### src/hw/rtl/hel_pkg.sv
package hel_pkg;

    typedef struct packed {
        logic [31:0] file_word;
        logic        end_of_file;
    } in_t;

    typedef struct packed {
        logic [2:0]  action;
        logic [31:0] target_address;
        logic [31:0] payload;
        logic [3:0]  error_code;
        logic [6:0]  hunk_number;
    } out_t;

    localparam logic [2:0] ACT_NONE  = 3'd0;
    localparam logic [2:0] ACT_STORE = 3'd1;
    localparam logic [2:0] ACT_FILL  = 3'd2;
    localparam logic [2:0] ACT_RELOC = 3'd3;
    localparam logic [2:0] ACT_DONE  = 3'd4;
    localparam logic [2:0] ACT_ERROR = 3'd5;

    localparam logic [3:0] ERR_OK          = 4'd0;
    localparam logic [3:0] ERR_BAD_MAGIC   = 4'd1;
    localparam logic [3:0] ERR_NAMES       = 4'd2;
    localparam logic [3:0] ERR_BAD_TABLE   = 4'd3;
    localparam logic [3:0] ERR_ALLOC_FLAG  = 4'd4;
    localparam logic [3:0] ERR_UNKNOWN     = 4'd5;
    localparam logic [3:0] ERR_PREMATURE   = 4'd6;
    localparam logic [3:0] ERR_MISMATCH    = 4'd7;
    localparam logic [3:0] ERR_TRUNCATED   = 4'd8;
    localparam logic [3:0] ERR_RELOC_RANGE = 4'd9;

    localparam logic [31:0] ID_HEADER  = 32'h0000_03F3;
    localparam logic [29:0] ID_CODE    = 30'h3E9;
    localparam logic [29:0] ID_DATA    = 30'h3EA;
    localparam logic [29:0] ID_BSS     = 30'h3EB;
    localparam logic [29:0] ID_RELOC32 = 30'h3EC;
    localparam logic [29:0] ID_END     = 30'h3F2;

    localparam logic REG_LOAD_BASE    = 1'b0;
    localparam logic REG_RELOC_ENABLE = 1'b1;

    typedef enum logic [3:0] {
        PH_MAGIC, PH_NAMES, PH_TSIZE, PH_FIRST, PH_LAST, PH_SIZES, PH_BLOCK,
        PH_CDLEN, PH_BSSLEN, PH_DATA, PH_RCOUNT, PH_RID, PH_ROFF, PH_HALT
    } phase_t;

    // What the emit stage does with the table word read for this beat.
    typedef enum logic [2:0] {
        K_NONE, K_STORE, K_FILL, K_RELOC, K_DONE, K_ERROR, K_ADDEND
    } kind_t;

    typedef struct packed {
        kind_t       kind;
        logic [31:0] word;
        logic [31:0] extra;
        logic [3:0]  code;
        logic [6:0]  hunk;
    } cmd_t;

endpackage

### src/hw/rtl/hel_table.sv
module hel_table #(
    parameter int DEPTH = 65,
    parameter int AW    = 7
) (
    input  logic          clk,
    input  logic          we,
    input  logic [AW-1:0] waddr,
    input  logic [31:0]   wdata,
    input  logic          re,
    input  logic [AW-1:0] raddr,
    output logic [31:0]   rdata
);

    logic [31:0] mem [DEPTH];
    logic [31:0] rdata_reg;

    always_ff @(posedge clk)
    begin
        if (we)
        begin
            mem[waddr] <= wdata;
        end
        if (re)
        begin
            rdata_reg <= mem[raddr];
        end
    end

    assign rdata = rdata_reg;

endmodule

### src/hw/rtl/hel_parse.sv
module hel_parse #(
    parameter int MAX_HUNKS = 64,
    parameter int HW        = 7
) (
    input  logic             clk,
    input  logic             rst_n,
    input  logic             write_enable,
    input  logic             reg_index,
    input  logic [31:0]      write_data,
    input  logic             fire,
    input  hel_pkg::in_t     item,
    output logic             mem_we,
    output logic [HW-1:0]    mem_waddr,
    output logic [31:0]      mem_wdata,
    output logic [HW-1:0]    mem_raddr,
    output hel_pkg::cmd_t    cmd
);

    hel_pkg::phase_t phase_reg, phase_next, step_phase;
    logic [HW-1:0] total_reg, total_next;
    logic [HW-1:0] fill_reg, fill_next;
    logic [HW-1:0] cur_reg, cur_next;
    logic          seen_reg, seen_next;
    logic [31:0]   remain_reg, remain_next;
    logic [31:0]   offset_reg, offset_next;
    logic [31:0]   sum_reg, sum_next;
    logic [31:0]   base_reg, base_next;
    logic [31:0]   load_base_reg;
    logic          reloc_en_reg;

    logic [31:0] w;
    logic [29:0] id;
    logic        eof;
    logic [3:0]  step_code, fin_code;
    logic        done;
    logic        last_ok, sizes_ok, rid_ok;
    logic        payload_id;
    logic [HW:0] hunk_step;
    logic [31:0] sum_add;

    assign w          = item.file_word;
    assign eof        = item.end_of_file;
    assign id         = w[29:0];
    assign payload_id = (id == hel_pkg::ID_CODE) || (id == hel_pkg::ID_DATA) ||
                        (id == hel_pkg::ID_BSS);
    assign hunk_step  = {1'b0, cur_reg} + {{HW{1'b0}}, seen_reg};
    assign last_ok    = !seen_reg && (remain_reg == w + 32'd1) &&
                        (w < 32'(MAX_HUNKS));
    assign sizes_ok   = (w[31:30] != 2'b11) && (fill_reg < total_reg) &&
                        ({1'b0, fill_reg} < (HW+1)'(MAX_HUNKS));
    assign rid_ok     = (w < 32'(total_reg)) && (cur_reg < total_reg);
    assign sum_add    = sum_reg + {w[29:0], 2'b00};

    // Hunk position tracking.
    always_comb
    begin
        cur_next  = cur_reg;
        seen_next = seen_reg;
        case (phase_reg)
            hel_pkg::PH_FIRST:
            begin
                seen_next = (w != 32'd0);
            end
            hel_pkg::PH_LAST:
            begin
                if (last_ok)
                begin
                    seen_next = 1'b0;
                end
            end
            hel_pkg::PH_SIZES:
            begin
                if (sizes_ok && ({1'b0, fill_reg} + 1'b1 >= {1'b0, total_reg}))
                begin
                    cur_next  = '0;
                    seen_next = 1'b0;
                end
            end
            hel_pkg::PH_BLOCK:
            begin
                if (payload_id && (hunk_step < {1'b0, total_reg}))
                begin
                    cur_next  = hunk_step[HW-1:0];
                    seen_next = 1'b1;
                end
                else if ((id == hel_pkg::ID_END) && seen_reg)
                begin
                    cur_next  = cur_reg + 1'b1;
                    seen_next = 1'b0;
                end
            end
            default:
            begin
                cur_next = cur_reg;
            end
        endcase
    end

    // Next state.
    always_comb
    begin
        step_phase = phase_reg;
        step_code  = hel_pkg::ERR_OK;
        case (phase_reg)
            hel_pkg::PH_MAGIC:
            begin
                if (w != hel_pkg::ID_HEADER) step_code = hel_pkg::ERR_BAD_MAGIC;
                else step_phase = hel_pkg::PH_NAMES;
            end
            hel_pkg::PH_NAMES:
            begin
                if (w != 32'd0) step_code = hel_pkg::ERR_NAMES;
                else step_phase = hel_pkg::PH_TSIZE;
            end
            hel_pkg::PH_TSIZE:  step_phase = hel_pkg::PH_FIRST;
            hel_pkg::PH_FIRST:  step_phase = hel_pkg::PH_LAST;
            hel_pkg::PH_LAST:
            begin
                if (!last_ok) step_code = hel_pkg::ERR_BAD_TABLE;
                else step_phase = hel_pkg::PH_SIZES;
            end
            hel_pkg::PH_SIZES:
            begin
                if (w[31:30] == 2'b11) step_code = hel_pkg::ERR_ALLOC_FLAG;
                else if (!sizes_ok) step_code = hel_pkg::ERR_BAD_TABLE;
                else if ({1'b0, fill_reg} + 1'b1 >= {1'b0, total_reg})
                    step_phase = hel_pkg::PH_BLOCK;
            end
            hel_pkg::PH_BLOCK:
            begin
                if (payload_id)
                begin
                    if (hunk_step >= {1'b0, total_reg}) step_code = hel_pkg::ERR_MISMATCH;
                    else if (id == hel_pkg::ID_BSS) step_phase = hel_pkg::PH_BSSLEN;
                    else step_phase = hel_pkg::PH_CDLEN;
                end
                else if (id == hel_pkg::ID_RELOC32) step_phase = hel_pkg::PH_RCOUNT;
                else if (id == hel_pkg::ID_END)
                begin
                    if (!seen_reg) step_code = hel_pkg::ERR_PREMATURE;
                end
                else step_code = hel_pkg::ERR_UNKNOWN;
            end
            hel_pkg::PH_CDLEN:
            begin
                step_phase = (w == 32'd0) ? hel_pkg::PH_BLOCK : hel_pkg::PH_DATA;
            end
            hel_pkg::PH_BSSLEN: step_phase = hel_pkg::PH_BLOCK;
            hel_pkg::PH_DATA:
            begin
                if (remain_reg == 32'd1) step_phase = hel_pkg::PH_BLOCK;
            end
            hel_pkg::PH_RCOUNT:
            begin
                step_phase = (w == 32'd0) ? hel_pkg::PH_BLOCK : hel_pkg::PH_RID;
            end
            hel_pkg::PH_RID:
            begin
                if (!rid_ok) step_code = hel_pkg::ERR_RELOC_RANGE;
                else step_phase = hel_pkg::PH_ROFF;
            end
            hel_pkg::PH_ROFF:
            begin
                if (remain_reg == 32'd1) step_phase = hel_pkg::PH_RCOUNT;
            end
            default: step_phase = hel_pkg::PH_HALT;
        endcase

        // The marked last word settles the outcome.
        fin_code = step_code;
        done     = 1'b0;
        if ((phase_reg != hel_pkg::PH_HALT) && (step_code == hel_pkg::ERR_OK) && eof)
        begin
            if ((step_phase == hel_pkg::PH_BLOCK) && (cur_next == total_reg) && !seen_next)
                done = 1'b1;
            else if (step_phase == hel_pkg::PH_BLOCK)
                fin_code = hel_pkg::ERR_MISMATCH;
            else
                fin_code = hel_pkg::ERR_TRUNCATED;
        end
        phase_next = step_phase;
        if (done || (fin_code != hel_pkg::ERR_OK))
            phase_next = hel_pkg::PH_HALT;
    end

    // Datapath registers, table writes and the command for the emit stage.
    always_comb
    begin
        total_next  = total_reg;
        fill_next   = fill_reg;
        remain_next = remain_reg;
        offset_next = offset_reg;
        sum_next    = sum_reg;
        base_next   = base_reg;
        mem_we      = 1'b0;
        mem_waddr   = '0;
        mem_wdata   = load_base_reg;
        mem_raddr   = cur_reg;
        cmd.kind    = hel_pkg::K_NONE;
        cmd.word    = w;
        cmd.extra   = offset_reg;
        cmd.code    = fin_code;
        cmd.hunk    = 7'(cur_next);
        case (phase_reg)
            hel_pkg::PH_TSIZE: remain_next = w;
            hel_pkg::PH_LAST:
            begin
                if (last_ok)
                begin
                    total_next  = HW'(w) + 1'b1;
                    fill_next   = '0;
                    remain_next = 32'd0;
                    sum_next    = load_base_reg;
                    base_next   = load_base_reg;
                    mem_we      = fire;
                end
            end
            hel_pkg::PH_SIZES:
            begin
                if (sizes_ok)
                begin
                    fill_next = fill_reg + 1'b1;
                    sum_next  = sum_add;
                    mem_we    = fire;
                    mem_waddr = fill_reg + 1'b1;
                    mem_wdata = sum_add;
                end
            end
            hel_pkg::PH_CDLEN:
            begin
                remain_next = w;
                offset_next = 32'd0;
            end
            hel_pkg::PH_BSSLEN: cmd.kind = hel_pkg::K_FILL;
            hel_pkg::PH_DATA:
            begin
                cmd.kind    = hel_pkg::K_STORE;
                offset_next = offset_reg + 32'd4;
                remain_next = remain_reg - 32'd1;
            end
            hel_pkg::PH_RCOUNT:
            begin
                if (w != 32'd0) remain_next = w;
            end
            hel_pkg::PH_RID:
            begin
                mem_raddr = w[HW-1:0];
                cmd.kind  = hel_pkg::K_ADDEND;
            end
            hel_pkg::PH_ROFF:
            begin
                cmd.kind    = reloc_en_reg ? hel_pkg::K_RELOC : hel_pkg::K_NONE;
                remain_next = remain_reg - 32'd1;
            end
            default: cmd.kind = hel_pkg::K_NONE;
        endcase
        if (phase_reg == hel_pkg::PH_HALT)
        begin
            cmd.kind = hel_pkg::K_NONE;
        end
        else if (fin_code != hel_pkg::ERR_OK)
        begin
            cmd.kind = hel_pkg::K_ERROR;
        end
        else if (done)
        begin
            cmd.kind  = hel_pkg::K_DONE;
            cmd.extra = base_reg;
            cmd.word  = sum_reg - base_reg;
        end
    end

    always_ff @(posedge clk or negedge rst_n)
    begin
        if (!rst_n)
        begin
            phase_reg     <= hel_pkg::PH_MAGIC;
            total_reg     <= '0;
            fill_reg      <= '0;
            cur_reg       <= '0;
            seen_reg      <= 1'b0;
            remain_reg    <= '0;
            offset_reg    <= '0;
            sum_reg       <= '0;
            base_reg      <= '0;
            load_base_reg <= '0;
            reloc_en_reg  <= 1'b0;
        end
        else
        begin
            if (write_enable)
            begin
                if (reg_index == hel_pkg::REG_LOAD_BASE) load_base_reg <= write_data;
                if (reg_index == hel_pkg::REG_RELOC_ENABLE) reloc_en_reg <= write_data[0];
            end
            if (fire)
            begin
                phase_reg  <= phase_next;
                total_reg  <= total_next;
                fill_reg   <= fill_next;
                cur_reg    <= cur_next;
                seen_reg   <= seen_next;
                remain_reg <= remain_next;
                offset_reg <= offset_next;
                sum_reg    <= sum_next;
                base_reg   <= base_next;
            end
        end
    end

endmodule

### src/hw/rtl/hel_emit.sv
module hel_emit (
    input  logic          clk,
    input  logic          rst_n,
    input  logic          fire,
    input  hel_pkg::cmd_t cmd,
    input  logic [31:0]   rdata,
    output logic          busy,
    output logic          result_valid,
    input  logic          result_stall,
    output hel_pkg::out_t result
);

    logic          s1_valid_reg;
    hel_pkg::cmd_t s1_cmd_reg;
    logic          res_valid_reg;
    hel_pkg::out_t res_reg, res_next;
    logic [31:0]   addend_reg;
    logic          s1_adv;

    assign s1_adv = s1_valid_reg && (!res_valid_reg || !result_stall);
    assign busy   = s1_valid_reg && !s1_adv;

    always_comb
    begin
        res_next.action         = hel_pkg::ACT_NONE;
        res_next.target_address = 32'd0;
        res_next.payload        = 32'd0;
        res_next.error_code     = hel_pkg::ERR_OK;
        res_next.hunk_number    = s1_cmd_reg.hunk;
        case (s1_cmd_reg.kind)
            hel_pkg::K_STORE:
            begin
                res_next.action         = hel_pkg::ACT_STORE;
                res_next.target_address = rdata + s1_cmd_reg.extra;
                res_next.payload        = s1_cmd_reg.word;
            end
            hel_pkg::K_FILL:
            begin
                res_next.action         = hel_pkg::ACT_FILL;
                res_next.target_address = rdata;
                res_next.payload        = s1_cmd_reg.word;
            end
            hel_pkg::K_RELOC:
            begin
                res_next.action         = hel_pkg::ACT_RELOC;
                res_next.target_address = rdata + s1_cmd_reg.word;
                res_next.payload        = addend_reg;
            end
            hel_pkg::K_DONE:
            begin
                res_next.action         = hel_pkg::ACT_DONE;
                res_next.target_address = s1_cmd_reg.extra;
                res_next.payload        = s1_cmd_reg.word;
            end
            hel_pkg::K_ERROR:
            begin
                res_next.action     = hel_pkg::ACT_ERROR;
                res_next.error_code = s1_cmd_reg.code;
            end
            default: res_next.action = hel_pkg::ACT_NONE;
        endcase
    end

    always_ff @(posedge clk or negedge rst_n)
    begin
        if (!rst_n)
        begin
            s1_valid_reg  <= 1'b0;
            res_valid_reg <= 1'b0;
        end
        else
        begin
            if (fire) s1_valid_reg <= 1'b1;
            else if (s1_adv) s1_valid_reg <= 1'b0;
            if (s1_adv) res_valid_reg <= 1'b1;
            else if (!result_stall) res_valid_reg <= 1'b0;
        end
    end

    always_ff @(posedge clk)
    begin
        if (fire) s1_cmd_reg <= cmd;
        if (s1_adv)
        begin
            res_reg <= res_next;
            // table word read for a reloc target hunk
            if (s1_cmd_reg.kind == hel_pkg::K_ADDEND) addend_reg <= rdata;
        end
    end

    assign result_valid = res_valid_reg;
    assign result       = res_reg;

endmodule

### src/hw/rtl/hunk_executable_loader.sv
// Pipeline: an accepted word's command and table read are registered, then the output
// register takes its result beat unless it is full and stalled. Throughput: one word per
// cycle while the output is not stalled; each word does one table read, one add and a
// phase update. The hunk table is one synchronous RAM, one write and one read port.
// Reset: rst_n async active low; back to header magic, parser registers and valid
// flags cleared, the table holds garbage until the header fills it. No clearing pass.
module hunk_executable_loader #(
    parameter int MAX_HUNKS = 64
) (
    input  logic          clk,
    input  logic          rst_n,
    input  logic          write_enable,
    input  logic          reg_index,
    input  logic [31:0]   write_data,
    input  logic          item_valid,
    output logic          item_stall,
    input  hel_pkg::in_t  item,
    output logic          result_valid,
    input  logic          result_stall,
    output hel_pkg::out_t result
);

    localparam int DEPTH = MAX_HUNKS + 1;
    localparam int HW    = $clog2(DEPTH);

    logic          fire;
    logic          busy;
    logic          mem_we;
    logic [HW-1:0] mem_waddr;
    logic [31:0]   mem_wdata;
    logic [HW-1:0] mem_raddr;
    logic [31:0]   mem_rdata;
    hel_pkg::cmd_t cmd;

    assign item_stall = busy;
    assign fire       = item_valid && !busy;

    hel_parse #(.MAX_HUNKS(MAX_HUNKS), .HW(HW)) u_parse (
        .clk(clk), .rst_n(rst_n),
        .write_enable(write_enable), .reg_index(reg_index), .write_data(write_data),
        .fire(fire), .item(item),
        .mem_we(mem_we), .mem_waddr(mem_waddr), .mem_wdata(mem_wdata),
        .mem_raddr(mem_raddr), .cmd(cmd)
    );

    hel_table #(.DEPTH(DEPTH), .AW(HW)) u_table (
        .clk(clk), .we(mem_we), .waddr(mem_waddr), .wdata(mem_wdata),
        .re(fire), .raddr(mem_raddr), .rdata(mem_rdata)
    );

    hel_emit u_emit (
        .clk(clk), .rst_n(rst_n), .fire(fire), .cmd(cmd), .rdata(mem_rdata),
        .busy(busy), .result_valid(result_valid), .result_stall(result_stall),
        .result(result)
    );

endmodule

### config.mk
export PLATFORM = sky130hd
export DESIGN_NAME = hunk_executable_loader
export DESIGN_NICKNAME = d
export VERILOG_FILES = /design/src/hw/rtl/hel_pkg.sv /design/src/hw/rtl/hel_table.sv /design/src/hw/rtl/hel_parse.sv /design/src/hw/rtl/hel_emit.sv /design/src/hw/rtl/hunk_executable_loader.sv
export SDC_FILE = /design/constraint.sdc
export NUM_CORES = 2
export LEC_CHECK = 0
export BUFFER_PORTS_ARGS = -buffer_cell sky130_fd_sc_hd__buf_2
export CAP_MARGIN = 10
export CORE_MARGIN = 2
export CORE_UTILIZATION = 25
export CTS_CLUSTER_SIZE = 16
export DETAILED_ROUTE_END_ITERATION = 8
export HOLD_SLACK_MARGIN = 0.05
export PLACE_DENSITY = 0.39
export SETUP_SLACK_MARGIN = 0.05
export SLEW_MARGIN = 15
export SYNTH_ARGS = -nofsm -noshare
export SYNTH_HDL_FRONTEND = slang
export SYNTH_SLANG_ARGS = --single-unit
### constraint.sdc
create_clock -name clk -period 7.45 [get_ports clk]
set_input_delay 1.49 -clock clk [delete_from_list [all_inputs] [get_ports clk]]
set_output_delay 1.49 -clock clk [all_outputs]
set_load 0.02 [all_outputs]
==> results.cfg <==
[outcome]
outcome = completed

[yosys]
yosys.cell_count.top_type = edfxtp_1
yosysTopAreaCellShare = 0.656
post_synth_most_frequent_cells = 2300 x edfxtp_1, 661 x nand2_1, 512 x mux4_2
synth.cell_area_sq_um = 105000
synth.net_count = 6504
yosys_register_bits = 2487
ys_seq_area_frac = 0.701
postSynth.asyncResetShare = 0.0752
yosys-top-cells-area = edfxtp_1 66%, mux4_2 11%, dfrtp_1 4.4%
synth.largest_area_cell = edfxtp_1
synth.lib_cells_used.distinct = 91
synth-edff-count = 2300
syn-instance-count = 6295
synth_ff_type = edfxtp_1
yosys_warnings = 0
synthesis.area_per_instance_sq_um = 16.7

[final_layout]
largest_reg_flops = 2080
layout-drive-gt1-share = 0.236
num-nets-final = 6878
fillers = 41300
area_growth_pct = 18.6
cell_count_final_fillers_out = 12400
fin_util = 0.298

[worst_hold_path]
min-delay-path-class = register to register

[pwr]
power_frac_clock = 0.338
p_sw_w = 0.0133
finalPower_w = 0.0422
cellPowerDensity_nw_per_um2 = 338
seq_power_share = 0.428
netSwitchingFraction = 0.315
leakage_nw = 41.7
peakVddDrop_uv = 212
power.internal_w = 0.0289
logic_pwr_share = 0.235

[sta]
final_min_period_over_clock_period = 0.767
fin_worst_skew_ps = 69.4
totalNegativeSetupSlack_ps = 0
worst_slew_pin_slew_ps = 1270
timing.final.crit_period_ps = 5710
finalHoldViolations = 0
holdWs_ps = 416
maxClockFrequency_mhz = 175
slew_headroom = 0.146
rsz0062_at_grt = no
setup_viol = 0
final-max-slew-violation-count = 0

[drt]
routedWlPerCell_microns = 28.2
drt.antenna.violating_nets = 0
drt_wl_total_mm = 351
drt-pass1-iter-count = 5
initialDrtViolationCount = 5359
post-route-drc-count = 0
routed-via-count = 60300
avgViaCountPerCell = 4.85

[die]
io-pin-count = 151
core.rowCount = 238
initial_core_util = 0.251
die_width_microns = 653
die_y_microns = 653
placeableCoreArea_sq_um = 420000
floorplan_die_area_sq_um = 426000

[setup_path]
crit_path_max_fanout = 19
crit_path_start_kind = register
timing.setup.critical_path_class = register to register
worst_setup_path_end_kind = register
required_worst_endpoint_ps = 8020
crit_arrival_ps = 6280

[global_route]
grt_max_degree = 97
grt_overflow_total = 0
number_of_antenna_violations_at_the_first_check_in_global_routing = 28
first_global_vias = 62300
wire_length_of_the_first_global_routing_pass_mm = 492
track_usage = 0.161

[placement]
gp_congestion = 0.850
instance_count_after_placement_with_tap_cells_included = 11900
port_buffers = 150
dp_hpwl_mm = 223

[cts]
cts.clk_slew.worst_paths_ps = 60
clk-insertion-delay-late_ps = 910
cts.htree.levels = 5
clock-root-buffer = clkbuf_16
ctsResizeCount = 0
cts_tree = yes
cts_hold_buf = 0
cts.sinks = 2487
cts_max_path_buffers = 4
numCtsBuffers = 299
cts_post_setup_buffers_inserted = 0

[run]
timing.max_cap.violations = 0
[layout by cell type, fill, tap and decap left out, types with 21 or more instances in the layout]
cell and count:
edfxtp_1 2300, nand2_1 647, mux4_2 512, clkbuf_16 310
buf_4 223, a211oi_1 196, dfrtp_1 187, nor2_1 161
buf_2 149, and2_1 142, o21ai_0 135, ha_1 135
mux2_2 121, a21oi_1 112, inv_1 94, xnor2_1 86
xor2_1 79, a31oi_1 77, clkbuf_1 69, clkinv_1 68
a311oi_1 67, nor3_1 62, nor2_4 58, nand3_1 57
buf_12 54, o21ai_1 47, a21o_1 45, clkinv_2 43
a22oi_1 42, o31ai_1 41, nand4_1 38, o22ai_1 35
a22o_1 33, nor4_1 31, and3_1 28, o21a_1 25
o21ai_4 22, bufinv_16 21
[critical path: stages (launching register included)]
cell	delay, ps
dfrtp_1	590
nor2b_1	460
nand2_1	560
a21oi_4	750
buf_12	250
buf_4	410
mux4_2	570
a211oi_1	570
a31oi_1	90
a211oi_1	770
o31ai_1	360
[cell families (layout without fill, tap and decap cells)]
kind of cell	Yosys count	in the layout	synth area share
AOI/OAI and AO/OA	1040	1040	0.0681
xor gates and xnor gates	166	166	0.0140
adders and majority gates	138	138	0.0166
buffers and inverters	450	1061	0.0166
DFF	2487	2487	0.701
muxes	655	655	0.125
other	0	6	0
and+or+nand+nor	1359	1359	0.0596
[routing by layer]
metal  up-vias  GRT usage  routed length (microns)
li1      26000          -                        -
met1     32200      0.216                   152000
met2      1620      0.274                   172000
met3       435     0.0214                    17700
met4         4     0.0418                     9210
met5         -          0                       27
[path summary, 6_finish.rpt]
kind                                      startpoint                       end  slack [ps]  depth (start not counted)
worst min-delay path              u_emit.res_next[4]          u_emit.result[4]         420                          0
worst min register to register    u_emit.res_next[4]          u_emit.result[4]         420                          0
max in group asynchronous                      rst_n       u_parse.sum_reg[20]        5700                          2
worst max register to register  u_parse.phase_reg[3]          u_table.rdata[6]        1740                         10
min in group asynchronous                      rst_n  u_parse.load_base_reg[1]         630                          1
worst max-delay path            u_parse.phase_reg[3]          u_table.rdata[6]        1740                         10
[through the flow]
stage	cell area (sq um)	worst slack, ps
after floorplan	105000	177
after global placement	115000	1100
after detailed placement	115000	999
after CTS	125000	1570
after global routing	125000	1450
final	125000	1740
[power by group through the flow]
stage	Clock (W)	Sequential, W	Combinational [W]
6_report	0.0143	0.0181	0.00990
5_1_grt	0.0152	0.0181	0.0107
4_1_cts	0.0147	0.0181	0.0101
3_5_place_dp	0	0.0183	0.0100
3_3_place_gp	0	0.0183	0.00994
2_1_floorplan	0	0.0183	0.00544
[area by class of cell]
class / instances / area [sq um] / share of cell area
Inverter: 95 / 362 / 0.00290
Sequential cell: 2487 / 73700 / 0.591
Tap cell: 5520 / 6910 / 0.0553
Clock inverter: 155 / 1360 / 0.0109
Timing Repair Buffer: 428 / 3540 / 0.0284
Clock buffer: 383 / 8070 / 0.0647
Antenna cell: 6 / 15.0 / 0.000120
Multi-Input combinational cell: 3358 / 30800 / 0.247
Note: power is estimated with default switching activity, not from simulation.
